===== src/hdl/mpp_pkg.sv =====
// Package for the modular power unit: field widths, modulus constants and the
// request and response structs of the modular multiplier. No dependencies.
`timescale 1ns / 1ps

package mpp_pkg;

   // Field widths of the transactions.
   localparam int BASE_W  = 30;
   localparam int EXP_W   = 31;
   localparam int POWER_W = 30;
   localparam int BIT_IDX_W = $clog2(EXP_W);

   // Operand width of the shared multiplier and its product width.
   localparam int MUL_W  = 31;
   localparam int PROD_W = 2 * MUL_W;

   // The prime modulus and the constants used by the Barrett reduction.
   localparam logic [BASE_W-1:0] MODULUS        = 30'd1000000007;
   localparam logic [31:0]       MODULUS_32     = 32'd1000000007;
   localparam logic [31:0]       TWO_MODULUS_32 = 32'd2000000014;
   localparam logic [MUL_W-1:0]  BARRETT_MU     =
      MUL_W'((64'd1 << 60) / 64'd1000000007);

   // Index of the most significant exponent bit.
   localparam logic [BIT_IDX_W-1:0] EXP_MSB = BIT_IDX_W'(EXP_W - 1);

   // Request to the modular multiplier: start pulse and two reduced operands.
   typedef struct packed {
      logic              start;
      logic [BASE_W-1:0] op_a;
      logic [BASE_W-1:0] op_b;
   } mm_req_type;

   // Response of the modular multiplier: done pulse and the reduced product.
   typedef struct packed {
      logic              done;
      logic [BASE_W-1:0] product;
   } mm_rsp_type;

endpackage


===== src/hdl/mpp_if.sv =====
// Valid/ready channel interfaces for the modular power unit.
// Depends on mpp_pkg for the field widths.
`timescale 1ns / 1ps

// Request channel: base and exponent.
interface mpp_req_if;
   logic                      valid;
   logic                      ready;
   logic [mpp_pkg::BASE_W-1:0] base;
   logic [mpp_pkg::EXP_W-1:0]  exponent;

   modport source (output valid, output base, output exponent, input ready);
   modport sink   (input valid, input base, input exponent, output ready);
endinterface

// Response channel: the power.
interface mpp_rsp_if;
   logic                        valid;
   logic                        ready;
   logic [mpp_pkg::POWER_W-1:0] power;

   modport source (output valid, output power, input ready);
   modport sink   (input valid, input power, output ready);
endinterface


===== src/hdl/mpp_modmul.sv =====
// Modular multiplier for the prime 1000000007: one shared 31x31 multiplier
// sequenced through product, Barrett estimate and quotient times modulus.
// Depends on mpp_pkg.
`timescale 1ns / 1ps

module mpp_modmul (
   input  logic                clock,
   input  logic                reset,
   input  mpp_pkg::mm_req_type mm_req,
   output mpp_pkg::mm_rsp_type mm_rsp
);

   localparam logic [1:0] MM_IDLE = 2'd0;
   localparam logic [1:0] MM_EST  = 2'd1;
   localparam logic [1:0] MM_QP   = 2'd2;
   localparam logic [1:0] MM_FIX  = 2'd3;

   logic [1:0]                  state_ff, state_in;
   logic [mpp_pkg::PROD_W-1:0]  mul_ff, mul_in;
   logic [31:0]                 low_ff, low_in;
   logic                        done_ff, done_in;
   logic [mpp_pkg::BASE_W-1:0]  result_ff, result_in;
   logic [mpp_pkg::MUL_W-1:0]   op_x, op_y;
   logic [31:0]                 rem;
   logic [32:0]                 rem_m1, rem_m2;

   // Sequencer and operand selection for the shared multiplier.
   always_comb begin
      state_in  = state_ff;
      low_in    = low_ff;
      done_in   = 1'b0;
      result_in = result_ff;
      op_x      = {1'b0, mm_req.op_a};
      op_y      = {1'b0, mm_req.op_b};
      rem       = low_ff - mul_ff[31:0];
      rem_m1    = {1'b0, rem} - {1'b0, mpp_pkg::MODULUS_32};
      rem_m2    = {1'b0, rem} - {1'b0, mpp_pkg::TWO_MODULUS_32};
      case (state_ff)
         MM_IDLE: begin
            if (mm_req.start) begin
               state_in = MM_EST;
            end
         end
         MM_EST: begin
            // Keep the low product bits and estimate the quotient.
            low_in   = mul_ff[31:0];
            op_x     = mul_ff[59:29];
            op_y     = mpp_pkg::BARRETT_MU;
            state_in = MM_QP;
         end
         MM_QP: begin
            op_x     = mul_ff[61:31];
            op_y     = {1'b0, mpp_pkg::MODULUS};
            state_in = MM_FIX;
         end
         MM_FIX: begin
            // The remainder is below three times the modulus.
            if (!rem_m2[32]) begin
               result_in = rem_m2[mpp_pkg::BASE_W-1:0];
            end else if (!rem_m1[32]) begin
               result_in = rem_m1[mpp_pkg::BASE_W-1:0];
            end else begin
               result_in = rem[mpp_pkg::BASE_W-1:0];
            end
            done_in  = 1'b1;
            state_in = MM_IDLE;
         end
         default: begin
            state_in = MM_IDLE;
         end
      endcase
      mul_in = {{mpp_pkg::MUL_W{1'b0}}, op_x} * {{mpp_pkg::MUL_W{1'b0}}, op_y};
   end

   // Control registers.
   always_ff @(posedge clock) begin
      if (reset) begin
         state_ff <= MM_IDLE;
         done_ff  <= 1'b0;
      end else begin
         state_ff <= state_in;
         done_ff  <= done_in;
      end
   end

   // Datapath registers.
   always_ff @(posedge clock) begin
      mul_ff    <= mul_in;
      low_ff    <= low_in;
      result_ff <= result_in;
   end

   assign mm_rsp.done    = done_ff;
   assign mm_rsp.product = result_ff;

endmodule


===== src/hdl/modular_power_prime_unit.sv =====
// Top level of the modular power unit: exponent bit sequencer around the
// shared modular multiplier. Depends on mpp_pkg, mpp_if and mpp_modmul.
`timescale 1ns / 1ps

// Returns base to the power exponent modulo 1000000007 by left-to-right
// square-and-multiply over all 31 exponent bits. A base at or above the
// modulus is reduced once on entry. The unit handles one transaction at a
// time: req_ch.ready is high only while idle. Every modular product runs
// through the single 31x31 multiplier in order (product, Barrett estimate,
// quotient times modulus, correction, hand-back), and a product against the
// base is skipped for zero exponent bits. The result is held on rsp_ch until
// taken.
module modular_power_prime_unit (
   input  logic      clock,
   input  logic      reset,
   mpp_req_if.sink   req_ch,
   mpp_rsp_if.source rsp_ch
);

   localparam logic [2:0] S_IDLE     = 3'd0;
   localparam logic [2:0] S_SQR      = 3'd1;
   localparam logic [2:0] S_SQR_WAIT = 3'd2;
   localparam logic [2:0] S_MUL      = 3'd3;
   localparam logic [2:0] S_MUL_WAIT = 3'd4;
   localparam logic [2:0] S_OUT      = 3'd5;

   logic [2:0]                      state_ff, state_in;
   logic [mpp_pkg::BASE_W-1:0]      base_ff, base_in;
   logic [mpp_pkg::EXP_W-1:0]       exp_ff, exp_in;
   logic [mpp_pkg::BASE_W-1:0]      acc_ff, acc_in;
   logic [mpp_pkg::BIT_IDX_W-1:0]   bit_ff, bit_in;
   logic [mpp_pkg::BASE_W-1:0]      base_red;
   mpp_pkg::mm_req_type             mm_req;
   mpp_pkg::mm_rsp_type             mm_rsp;

   mpp_modmul u_modmul (
      .clock  (clock),
      .reset  (reset),
      .mm_req (mm_req),
      .mm_rsp (mm_rsp)
   );

   // One conditional subtraction fully reduces a 30-bit base.
   assign base_red = (req_ch.base >= mpp_pkg::MODULUS) ?
                     (req_ch.base - mpp_pkg::MODULUS) : req_ch.base;

   // Multiplier requests: square the accumulator or multiply by the base.
   assign mm_req.start = (state_ff == S_SQR) || (state_ff == S_MUL);
   assign mm_req.op_a  = acc_ff;
   assign mm_req.op_b  = (state_ff == S_MUL) ? base_ff : acc_ff;

   // Bit sequencer.
   always_comb begin
      state_in = state_ff;
      base_in  = base_ff;
      exp_in   = exp_ff;
      acc_in   = acc_ff;
      bit_in   = bit_ff;
      case (state_ff)
         S_IDLE: begin
            if (req_ch.valid) begin
               base_in  = base_red;
               exp_in   = req_ch.exponent;
               acc_in   = mpp_pkg::BASE_W'(1);
               bit_in   = mpp_pkg::EXP_MSB;
               state_in = S_SQR;
            end
         end
         S_SQR: begin
            state_in = S_SQR_WAIT;
         end
         S_SQR_WAIT: begin
            if (mm_rsp.done) begin
               acc_in = mm_rsp.product;
               if (exp_ff[bit_ff]) begin
                  state_in = S_MUL;
               end else if (bit_ff == '0) begin
                  state_in = S_OUT;
               end else begin
                  bit_in   = bit_ff - 1'b1;
                  state_in = S_SQR;
               end
            end
         end
         S_MUL: begin
            state_in = S_MUL_WAIT;
         end
         S_MUL_WAIT: begin
            if (mm_rsp.done) begin
               acc_in = mm_rsp.product;
               if (bit_ff == '0) begin
                  state_in = S_OUT;
               end else begin
                  bit_in   = bit_ff - 1'b1;
                  state_in = S_SQR;
               end
            end
         end
         S_OUT: begin
            if (rsp_ch.ready) begin
               state_in = S_IDLE;
            end
         end
         default: begin
            state_in = S_IDLE;
         end
      endcase
   end

   // Control registers.
   always_ff @(posedge clock) begin
      if (reset) begin
         state_ff <= S_IDLE;
      end else begin
         state_ff <= state_in;
      end
   end

   // Datapath registers; the accumulator doubles as the output register.
   always_ff @(posedge clock) begin
      base_ff <= base_in;
      exp_ff  <= exp_in;
      acc_ff  <= acc_in;
      bit_ff  <= bit_in;
   end

   assign req_ch.ready = (state_ff == S_IDLE);
   assign rsp_ch.valid = (state_ff == S_OUT);
   assign rsp_ch.power = acc_ff;

endmodule


===== src/flat_wrapper.sv =====
// flat-port wrapper written by rule: the top's interface ports become plain ports
module modular_power_prime_unit_flat 
  (clock, reset, req_ch_valid, req_ch_base, req_ch_exponent, req_ch_ready, rsp_ch_valid, rsp_ch_power, rsp_ch_ready);
  mpp_req_if req_ch_i ();
  mpp_rsp_if rsp_ch_i ();
  input  logic clock;
  input  logic reset;
  input wire logic [$bits(req_ch_i.valid)-1:0] req_ch_valid;
  input wire logic [$bits(req_ch_i.base)-1:0] req_ch_base;
  input wire logic [$bits(req_ch_i.exponent)-1:0] req_ch_exponent;
  output wire logic [$bits(req_ch_i.ready)-1:0] req_ch_ready;
  output wire logic [$bits(rsp_ch_i.valid)-1:0] rsp_ch_valid;
  output wire logic [$bits(rsp_ch_i.power)-1:0] rsp_ch_power;
  input wire logic [$bits(rsp_ch_i.ready)-1:0] rsp_ch_ready;
  assign req_ch_i.valid = req_ch_valid;
  assign req_ch_i.base = req_ch_base;
  assign req_ch_i.exponent = req_ch_exponent;
  assign req_ch_ready = req_ch_i.ready;
  assign rsp_ch_valid = rsp_ch_i.valid;
  assign rsp_ch_power = rsp_ch_i.power;
  assign rsp_ch_i.ready = rsp_ch_ready;
  modular_power_prime_unit u_core (.clock(clock), .reset(reset), .req_ch(req_ch_i), .rsp_ch(rsp_ch_i));
endmodule

===== config.mk =====
export PLATFORM = sky130hd
export DESIGN_NAME = modular_power_prime_unit_flat
export DESIGN_NICKNAME = d
export VERILOG_FILES = /design/src/hdl/mpp_pkg.sv /design/src/hdl/mpp_if.sv /design/src/hdl/mpp_modmul.sv /design/src/hdl/modular_power_prime_unit.sv /design/src/flat_wrapper.sv
export SDC_FILE = /design/constraint.sdc
export NUM_CORES = 2
export LEC_CHECK = 0
export BUFFER_PORTS_ARGS = -buffer_cell sky130_fd_sc_hd__buf_2
export CELL_PAD_IN_SITES_DETAIL_PLACEMENT = 0
export CELL_PAD_IN_SITES_GLOBAL_PLACEMENT = 1
export CORE_MARGIN = 1
export CORE_UTILIZATION = 40
export CTS_CLUSTER_DIAMETER = 50
export CTS_CLUSTER_SIZE = 30
export DETAILED_ROUTE_END_ITERATION = 10
export PLACE_DENSITY_LB_ADDON = 0.1
export SYNTH_ARGS = -nofsm -noshare
export SYNTH_HDL_FRONTEND = slang
export SYNTH_HIERARCHICAL = 1
export SYNTH_SLANG_ARGS = --single-unit

===== constraint.sdc =====
create_clock -name clock -period 23.7 [get_ports clock]
set_input_delay 0 -clock clock [delete_from_list [all_inputs] [get_ports clock]]
set_output_delay 0 -clock clock [all_outputs]
set_load 0.1 [all_outputs]

# Word level (Yosys, flattened, before mapping)
# Index checks and enable logic that the tools add are counted.
dict set report op_classes {
  add_sub_neg 5
  mul 1
  order_cmp 2
  n_eq_ne 15
  mux 27
  reduce_logical 11
}
# cell n
set op_table {}
lappend op_table {{30-bit 2-to-1 mux} 6}
lappend op_table {{31-bit case mux with 2 select lines} 2}
lappend op_table {{31-bit by 31-bit multiplier with 62-bit output} 1}
lappend op_table {{30-bit case mux with 2 select lines} 1}
lappend op_table {{32-bit by 30-bit subtractor with 33-bit output, second input constant} 1}
lappend op_table {{32-bit by 31-bit subtractor with 33-bit output, second input constant} 1}
lappend op_table {{32-bit subtractor} 1}
lappend op_table {{30-bit greater-or-equal comparator, second input constant} 1}
lappend op_table {{30-bit subtractor, second input constant} 1}
lappend op_table {{5-bit 2-to-1 mux} 5}
lappend op_table {{3-bit 2-to-1 mux} 6}
lappend op_table {{3-bit case mux with 6 select lines} 1}
lappend op_table {{5-bit case mux with 3 select lines} 1}
lappend op_table {{2-bit inequality test, second input constant} 4}
lappend op_table {{2-bit case mux with 4 select lines} 1}
lappend op_table {{3-bit by 2-bit == test with 1-bit output, second input constant} 2}
lappend op_table {{3-bit == test, second input constant} 2}
lappend op_table {{5-bit by 6-bit less-than comparator with 1-bit output, second input constant} 1}
lappend op_table {{2-bit by 1-bit inequality test with 1-bit output, second input constant} 3}
lappend op_table {{1-bit binary-select mux with 5-bit select} 1}
lappend op_table {{5-bit logical NOT} 1}
lappend op_table {{5-bit AND reduction} 1}
lappend op_table {{5-bit by 1-bit subtractor with 5-bit output, second input constant} 1}
lappend op_table {{2-bit == test, second input constant} 2}
lappend op_table {{other kinds (13)} 14}
dict set report totals {
  register_bits 226
  in_bits 65
  output_inout_bits 32
  wordCells 71
}

# Depth between registers and ports, before layout
dict set report depth {
  word_depth 5
  ltp_mapped 38
  mapped_depth_nobuf 35
}

# By module
# The synthesis kept the hierarchy.
# module n_inst cells_per_inst area_each_um2
set by_module_without_submodules {}
lappend by_module_without_submodules {mpp_modmul 1 4246 37766.2}
lappend by_module_without_submodules {modular_power_prime_unit 1 386 5079.9}

# Worst setup path before layout
# OpenSTA, ideal clock, no wires.
dict set report synth_path {
  path_type {register to register}
  startpoint {register u_core.u_modmul.state_ff[1]}
  endpoint {register u_core/u_modmul/mul_ff[61] in the netlist's numbering}
  setup_time_ns 0.072
  arrival_ns 9.596
  slack_ns 14.032
  stages_incl_launch_ff 37
  path_buffers 4
  path_cell_list {dfxtp_1 inv_1 ha_1 clkbuf_1 and2_1 clkbuf_1 clkbuf_1 a21oi_1 clkbuf_1 nor2_1 fa_1 fa_1 fa_1 inv_1 fa_1 inv_1 fa_1 inv_1 fa_1 inv_1 fa_1 inv_1 fa_1 inv_1 ha_1 nor3_1 o21bai_1 a311oi_1 o31ai_1 a2bb2oi_1 nor2_1 or4_1 a31oi_1 o211ai_1 a311o_1 a21oi_1 xnor2_1}
}
dict set report synth_between {
  elab_chain_cells 3
}
# item line_no
set synth_lines {}
lappend synth_lines {{from (decl)} mpp_modmul.sv:18} ;# logic [1:0] state_ff, state_in;
lappend synth_lines {{from (signal assigned)} mpp_modmul.sv:81} ;# state_ff <= state_in;
lappend synth_lines {{2-bit == test / 2-bit by 1-bit == test with 1-bit output (equally long branches)} mpp_modmul.sv:38} ;# case (state_ff)
lappend synth_lines {{31-bit case mux with 2 select lines} mpp_modmul.sv:38}
lappend synth_lines {{31-bit by 31-bit multiplier with 62-bit output *} mpp_modmul.sv:72} ;# mul_in = {{mpp_pkg::MUL_W{1'b0}}, op_x} * {{mpp_pkg::MUL_W{1'b0}}, op_y};
lappend synth_lines {{via u_core.u_modmul.mul_in (one bit)} mpp_modmul.sv:19} ;# logic [mpp_pkg::PROD_W-1:0] mul_ff, mul_in;
lappend synth_lines {{to (signal assigned)} mpp_modmul.sv:88} ;# mul_ff <= mul_in;
lappend synth_lines {{to (decl)} mpp_modmul.sv:19}
# The timed path passes the listed nets; every way through them passes the cells marked *.
# A chain may end at the register's enable or synchronous reset.

# Worst setup path after layout
dict set report layout_path {
  startpoint {register u_core.u_modmul.state_ff[0]}
  endpoint {register u_core/u_modmul/mul_ff[61] in the netlist's numbering}
}
# Same word-level chain as after synthesis.

==> results.ini <==
[synthesis]
synth_edf_count=158
ys_types=107
synthMuxAreaShare_pct=1.352
async_flop_share_pct=0
synth_top_family_by_area=adder cells
yosysSeqAreaShare_pct=14.25
synth_most_common_cell=inv_1
ys_ff_latch=226
yosys.area.top_type=fa_1
synthTopCellsByCount=inv_1, fa_1, nand2_1
yosys_most_used_dff=edfxtp_1
synth-adder-area-share_pct=47.79
syn-instance-count=4632
yosys_warnings=6
synthSimpleGateAreaFrac_pct=14.91
synth_compound_area_share_pct=8.591
syn_area_per_cell_um2=9.250
synth_area_leaders=fa_1, edfxtp_1, ha_1
synth_top_area_share_pct=39.15
synth_area_um2=42850
synth_xor_area_share_pct=2.763

[worst_setup_path]
critPathLaunch=u_core/u_modmul/state_ff[0]
arrival_ns=12.15
r2r-start=u_core/u_modmul/state_ff[0]
crit_required_ns=24.23
startpoint_type=flip-flop
crit_path_frequent_cell=fa_1
endpoint_kind=flip-flop
critPathMaxFanout=71
path_class=reg -> reg
slowest_stage=nor2_1
reg2regPathDepth=34
slowest_delay_ns=1.12

[clocking]
clock_latency_ns=0.60
clockBufferDepth=3
cts_tree=built
ctsHtreeMaxLevel=2
postCtsSetupRepairBufs=0
cts_resized=0
numCtsBuffers=36
cts-root-buf=clkbuf_16
cts_sinks=226
ctsHoldBuffers=81
path_clk_slew_ns=0.06

[grt]
gr-usage-met3_pct=5.203
first_global_vias=35161
grt_pass1_wl_um=239900
met1_usage_pct=40.38
globalRouteMet2Util_pct=49.87
gr-total-overflow=0
grt_use_total_pct=31.07
antenna_found_initial=22
globalRoute.busiestLayer=met2
grt_max_degree=72

[timing]
setup_viol=0
maxClockFrequency_mhz=86.06
finalSetupTns_ns=0
tightestPinTransition_ns=1.402
slew_headroom_pct=6.211
hold_viol=0
finalCritPeriodShare_pct=49.03
drv_slew=0
skew_ns=0.04412
finalCriticalPeriod_ns=11.62
rsz0062_at_grt=no

[route]
vias=33392
vias_per_cell=5.423
drc=0
wl_per_cell_um=26.78
drtIter0Drc=2718
antenna_left=0
dr.pass1.iters=6
drt_wl_total_um=164900

[final_layout]
drive_gt1_share_pct=8.347
fin_nets=5927
area_delta_synth_final_pct=9.999

[place]
place.gp.congestion=1.016
hpwlAfterDp_um=131500
io_buffers=96

[flow_run]
max-cap-violations=0

[die]
start_util_pct=40.53
core_um2=105700
die_x_um=329.3
ioPinCount=97
num_rows=119
die_area_um2=108400
die_y_um=329.3

[min_path]
worstHoldStart=req_ch_exponent[15]
hold_path.class=in -> reg
holdPathStages=2

[outcome]
status=complete, no violations

==> worst paths after layout <==
check	end	slack, ns
setup / recovery	u_core/u_modmul/mul_ff[61]	12.08
hold / removal	u_core/exp_ff[15]	0.13
setup reg to reg	u_core/u_modmul/mul_ff[61]	12.08
hold reg to reg	u_core/u_modmul/low_ff[21]	0.43
==> cells in the final DEF (no fill, tap or decap), types with 26 or more instances in the layout <==
| cell type | count |
|---|---|
| ha_1 | 292 |
| xor2_1 | 35 |
| buf_4 | 121 |
| xnor2_1 | 97 |
| a21o_1 | 90 |
| o21ai_0 | 69 |
| mux2_2 | 34 |
| buf_2 | 96 |
| clkbuf_16 | 38 |
| fa_1 | 838 |
| nor2b_1 | 27 |
| nor2_1 | 485 |
| a31oi_1 | 26 |
| and2_1 | 183 |
| a21oi_1 | 124 |
| nand3_1 | 36 |
| dfxtp_1 | 68 |
| edfxtp_1 | 158 |
| inv_1 | 884 |
| a22oi_1 | 36 |
| dlygate4sd3_1 | 81 |
| nand2_1 | 547 |
==> flip-flops by register name (all words and copies together), names as in the netlist <==
register                   cells
u_core/base_ff                30
u_core/bit_ff                  5
u_core/exp_ff                 31
u_core/rsp_ch.power           30
u_core/state_ff                3
u_core/u_modmul/done_ff        1
u_core/u_modmul/low_ff        32
u_core/u_modmul/mul_ff        62
u_core/u_modmul/result_ff     30
u_core/u_modmul/state_ff       2
==> per-stage QoR <==
step	instance area, um^2	setup slack (ns)	util [%]	std cells	hold slack, ns
after floorplan	42860	14.03	-	4636	0.07161
after global placement	45000	12.46	42.57	6001	0.1766
after detailed placement	45000	12.24	42.57	6001	0.1781
after CTS	47100	12.20	44.56	6147	0.08592
after global routing	47120	11.58	44.57	6153	0.1078
final	47130	12.08	44.58	6158	0.1325
==> critical path: cells and delay by family, from the launching register on <==
family	cells	cell delay, ns
AOI/OAI and AO/OA	8	2.46
adders and majority gates	10	4.65
and+or+nand+nor	6	2.52
buffers and inverters	9	1.31
xor gates and xnor gates	1	0.13
DFF	1	0.41
==> area by class of cell <==
type,instances,area [um^2]
Antenna cell,11,27.53
Clock buffer,38,950.9
Clock inverter,27,342.8
Fill cell,10485,58580
Inverter,885,3322
Multi-Input combinational cell,3282,32440
Sequential cell,226,6106
Tap cell,1391,1740
Timing Repair Buffer,298,2200
==> layer usage <==
metal | part of all wire, % | routed length [um]
met1 | 41 | 67340
met2 | 46 | 75800
met3 | 7.0 | 11530
met4 | 6.2 | 10240
met5 | 0.015 | 24
==> kinds of logic after synthesis <==
| family | Yosys count |
|---|---|
| AND/OR/NAND/NOR | 1429 |
| adder cells (fa/ha/maj) | 1134 |
| flip-flops | 226 |
| other | 2 |
| multiplexers | 45 |
| AO/OA/AOI/OAI | 535 |
| XOR/XNOR | 133 |
| buffers and inverters | 1128 |
Power is left out: the tool's default activity adds up to more than one toggle a clock period on the data nets, which glitch-free logic cannot reach.
